## config.mk

```make
export PLATFORM = sky130hd
export DESIGN_NAME = i2cga_div
export DESIGN_NICKNAME = d
export VERILOG_FILES = /design/src/rtl/core/i2cga_div.sv
export SDC_FILE = /design/constraint.sdc
export NUM_CORES = 2
export LEC_CHECK = 0
export BUFFER_PORTS_ARGS = -buffer_cell sky130_fd_sc_hd__buf_2
export CAP_MARGIN = 40
export CORE_AREA = 2 2 484 582
export DETAILED_ROUTE_END_ITERATION = 8
export DIE_AREA = 0 0 486 584
export GPL_TIMING_DRIVEN = 0
export PLACE_DENSITY_LB_ADDON = 0.25
export REMOVE_ABC_BUFFERS = 1
export SKIP_CTS_REPAIR_TIMING = 1
export SLEW_MARGIN = 20
export SYNTH_ARGS = -nofsm -noshare
export SYNTH_HDL_FRONTEND = slang
export SYNTH_SLANG_ARGS = --single-unit
```

## constraint.sdc

```tcl
create_clock -name clk -period 7.4 [get_ports clk]
set_clock_uncertainty 0.1 [all_clocks]
set_input_delay 1.11 -clock clk [delete_from_list [all_inputs] [get_ports clk]]
set_output_delay 1.11 -clock clk [all_outputs]
set_load 0.02 [all_outputs]
```

## src/rtl/core/i2cga_div.sv

```systemverilog
// ============================================================================
// i2cga_div
// Pipelined restoring divider: one quotient bit per stage, with a side
// payload alongside. Hold the divisor static while busy; not enforced here.
// ============================================================================
module i2cga_div #(
    parameter int NUM_W  = 40,
    parameter int DEN_W  = 21,
    parameter int SIDE_W = 1
) (
    input  logic              clk,
    input  logic              rst_n,
    input  logic              en,
    input  logic              in_valid,
    input  logic [NUM_W-1:0]  in_num,
    input  logic [DEN_W-1:0]  den,
    input  logic [SIDE_W-1:0] in_side,
    output logic              out_valid,
    output logic [NUM_W-1:0]  out_quo,
    output logic [DEN_W-1:0]  out_rem,
    output logic [SIDE_W-1:0] out_side
);

    logic [NUM_W-1:0]  valid_reg;
    logic [DEN_W-1:0]  rem_reg  [NUM_W];
    logic [NUM_W-1:0]  acc_reg  [NUM_W];
    logic [SIDE_W-1:0] side_reg [NUM_W];
    logic [DEN_W-1:0]  rem_next [NUM_W];
    logic [NUM_W-1:0]  acc_next [NUM_W];

    // One trial subtraction per stage; the accumulator shifts the dividend
    // out at the top and the quotient in at the bottom
    always_comb
    begin
        logic [DEN_W:0]   trial;
        logic [DEN_W-1:0] p_rem;
        logic [NUM_W-1:0] p_acc;
        logic             take;
        for (int k = 0; k < NUM_W; k++)
        begin
            if (k == 0)
            begin
                p_rem = '0;
                p_acc = in_num;
            end
            else
            begin
                p_rem = rem_reg[k-1];
                p_acc = acc_reg[k-1];
            end
            trial       = {p_rem, p_acc[NUM_W-1]};
            take        = (trial >= {1'b0, den});
            rem_next[k] = take ? DEN_W'(trial - {1'b0, den}) : trial[DEN_W-1:0];
            acc_next[k] = {p_acc[NUM_W-2:0], take};
        end
    end

    // Advance valid bits
    always_ff @(posedge clk or negedge rst_n)
    begin
        if (!rst_n)
        begin
            valid_reg <= '0;
        end
        else if (en)
        begin
            valid_reg <= {valid_reg[NUM_W-2:0], in_valid};
        end
    end

    // Advance stage data
    always_ff @(posedge clk)
    begin
        if (en)
        begin
            for (int k = 0; k < NUM_W; k++)
            begin
                rem_reg[k] <= rem_next[k];
                acc_reg[k] <= acc_next[k];
                if (k == 0)
                begin
                    side_reg[k] <= in_side;
                end
                else
                begin
                    side_reg[k] <= side_reg[k-1];
                end
            end
        end
    end

    assign out_valid = valid_reg[NUM_W-1];
    assign out_quo   = acc_reg[NUM_W-1];
    assign out_rem   = rem_reg[NUM_W-1];
    assign out_side  = side_reg[NUM_W-1];

endmodule

```

# ---- Yosys cells after proc, flatten, opt, wreduce, memory -nomap -nowiden
# Memory sizes are Yosys's and may differ from the RTL's.
# Index checks and enable logic that the tools add are counted.
dict set report totals {
  regBits 40
  ram_bits 2480
  inputBits 66
  output_inout_bits 63
  memories 3
}
dict set report op_classes {
  n_addsub 40
  magnitude_cmp 40
  n_mux 42
}
# name words word_bits read_ports rd_ports_with_merged_regs wr line_no
set memory_table {}
lappend memory_table {acc_reg 40 40 40 0 40 26} ;# logic [NUM_W-1:0] acc_reg [NUM_W];
lappend memory_table {rem_reg 40 21 40 0 40 25} ;# logic [DEN_W-1:0] rem_reg [NUM_W];
lappend memory_table {side_reg 40 1 40 0 40 27} ;# logic [SIDE_W-1:0] side_reg [NUM_W];
# op count
set ops {}
lappend ops {{22-bit by 21-bit greater-or-equal comparator with 1-bit output} 39}
lappend ops {{21-bit two-way mux} 40}
lappend ops {{21-bit subtractor} 39}
lappend ops {{1-bit by 21-bit greater-or-equal comparator with 1-bit output} 1}
lappend ops {{1-bit by 21-bit subtractor with 21-bit output} 1}
lappend ops {{1-bit two-way mux} 2}

# ---- Logic depth before layout (Yosys ltp)
dict set report logic_depth {
  depth_word 2
  ltp_mapped 16
  ltp_nobuf 14
}

# ---- Worst setup path before layout
# No wires, ideal clock.
dict set report synth_timing {
  path_type {input-to-reg}
  startpoint {in den[1]}
  endpoint {mem rem_reg[29][1], in the netlist rem_reg[3][106] (data pin)}
  setup_ns 0.260
  arrival_ns 5.969
  required_time_ns 7.040
  setup_slack_ns 1.071
  cell_stages 10
  path_cell_list {inv_1 > fa_1 > a21o_1 > a21oi_1 > o21a_1 > o31ai_1 > a2111oi_0 > or3_1 > o31ai_4 > mux2_2}
}
# element line_no
set synth_rtl {}
lappend synth_rtl {{start: declaration} 16} ;# input logic [DEN_W-1:0] den,
lappend synth_rtl {{end: declaration} 25}

==> flow_metrics.tcl <==
set metrics [dict create \
    outcome "complete, no violations" \
    io-pin-count 129 \
    p_leak_nw 52.4 \
    yosysWarnings 0 \
    critical_path_required_ps 7880 \
    gp_congestion 0.878 \
    synthToLayoutAreaGrowth_pct 11.8 \
    hold_viol_final 0 \
    insertion_delay_ps 860 \
    postLayoutCellArea_sq_um 139000 \
    layout.nets 10602 \
    placed_cell_area_sq_um 130000 \
    start_util 0.448 \
    drt-total-wl_microns 259000 \
    rsz0062_at_grt "no" \
    crit_chain "buf_4 > buf_16 > ha_1 > inv_1 > fa_1 > a21o_1 > a21o_1 > a211oi_1 > a31oi_1 > a211oi_1 > o21ai_0 > a41oi_4 > buf_16 > mux2_2" \
    io_buffers 128 \
    largest_reg_flops 1600 \
    crit_slowest_cell "a41oi_4" \
    antenna_found_initial 3 \
    p_per_area_nw_per_um2 439 \
    final_cell_mix "2480 x edfxtp_1, 821 x ha_1, 773 x a21oi_1, 591 x nor2_1, 496 x o21ai_0" \
    die_width_microns 486 \
    finalSetupTns_ps 0 \
    drc 0 \
    die-height_microns 584 \
    timing.slew.headroom 0.429 \
    synth_edf_count 2480 \
    num-fill-cells 23389 \
    clk_path_buf_depth 4 \
    numCtsBuffers 279 \
    syn_area_sq_um 124000 \
    finalSetupViolations 0 \
    critPathKind "in -> reg" \
    avgRoutedWirePerCell_microns 19.2 \
    timing.final.crit_period_ps 5350 \
    clkSlewWorstSetupHoldPaths_ps 70 \
    cts_root_buffer "clkbuf_16" \
    ys_ff_latch 2520 \
    drtIter0Drc 4529 \
    synth-async-reset-ratio 0.0159 \
    irDropWorstVdd_v 0.000236 \
    core_area_sq_um 278000 \
    grtUsageTotal 0.179 \
    cts_max_level 5 \
    finalCritPeriodShare 0.724 \
    critPathMaxStageDelay_ps 660 \
    worst-path-max-fanout 22 \
    clock-sinks 2520 \
    viasPerCell 5.56 \
    cts_tree "done" \
    synth-seq-area-share 0.607 \
    tightest_slew_ps 835 \
    grt_first_pass_wirelength_microns 406000 \
    synth_cells 9422 \
    antenna_left 0 \
    rows 212 \
    cap_viol_max_count 0 \
    end_kind "flop" \
    hold_class "in -> async" \
    grt_max_degree 152 \
    dieArea_sq_um 284000 \
    ys_types 92 \
    num_vias 75089 \
    layout_commonest_cell "edfxtp_1" \
    max_freq_mhz 187 \
    detail_route.first_pass.iterations 6 \
    crit_arrival_ps 5840 \
    grt_overflow 0 \
    synth-main-ff-cell "edfxtp_1" \
    drive_gt1_frac 0.115 \
    critPathLaunchType "input pin" \
    grt_pass1_vias 75514 \
    hpwl_microns 177000 \
    drv_slew 0 \
    syn_area_per_cell_sq_um 13.2 \
]
## area by class of cell
class / instances / area [sq um] / area share
clock inverter: 133 / 1160 / 0.00835
multi-input combinational: 6324 / 46700 / 0.336
timing repair buffer: 209 / 2450 / 0.0176
clock buffer: 338 / 7440 / 0.0535
inverter: 342 / 1340 / 0.00963
sequential: 2520 / 75500 / 0.543
antenna: 3 / 7.51 / 0.0000540
tap: 3638 / 4550 / 0.0327
## cells in the mapped netlist, drive strengths merged (138+ instances only)
library cell | instances | area (sq um)
nor3 | 138 | 691
ha | 821 | 10300
a21o | 304 | 2280
nand3 | 140 | 701
nand2 | 484 | 1820
o21ai | 515 | 2580
inv | 341 | 1280
xnor2 | 401 | 3510
nor2 | 591 | 2220
xor2 | 238 | 2080
mux2 | 417 | 4820
edfxtp | 2480 | 74500
a21oi | 774 | 3870
## worst paths after layout
check                                   to  slack, ps             from  cells past startpoint
max                        rem_reg[4][108]       2050           den[0]                     14
min                          valid_reg[25]         40            rst_n                      1
max reg2reg                rem_reg[4][108]       2660  acc_reg[4][199]                     13
min reg2reg                acc_reg[2][246]        270  acc_reg[2][205]                      0
max in group asynchronous     valid_reg[5]       6720            rst_n                      2
min in group clk           acc_reg[2][246]        270  acc_reg[2][205]                      0
## report_power, final
part           internal (mW)  switching [mW]  leakage [nW]
Sequential              20.5            1.81          24.7
Clock                   7.71            5.49          4.16
Combinational           11.6            14.0          23.5
## metrics by stage
stage / total power [mW] / std cells / hold slack [ps] / util / setup WS (ps)
after CTS: 61.5 / 13499 / 226 / 0.501 / 2120
after detailed placement: 47.8 / 13028 / 305 / 0.470 / 1200
final: 61.1 / 13507 / 41.0 / 0.501 / 2050
after global routing: 65.2 / 13506 / 7.96 / 0.501 / 1960
after global placement: 48.0 / 12952 / 300 / 0.462 / -35950
after floorplan: 41.1 / 9186 / 300 / - / -420
## routing by layer
layer  GRT usage  vias up  share of wire
met4      0.0810        0          0.047
met1       0.221    36305           0.42
li1            -    36522              -
met2       0.311     1659           0.49
met3      0.0260      603          0.041
met5           0        -              0
## worst max-delay path, delay by kind of cell
kind,cells,cell delay (ps)
mux,1,360
fa+ha+maj,2,630
compound gates,7,2570
buf+inv,4,1020
## logic make-up after synthesis
logic type                 Yosys count  share of synthesized area
AOI/OAI and AO/OA                 2360                      0.120
xor gates and xnor gates           639                     0.0450
adders and majority gates          860                     0.0888
buffers and inverters              578                     0.0201
DFF                               2520                      0.607
muxes                              457                     0.0420
and+or+nand+nor                   2008                     0.0777
Power figures use the tool's default switching activity.
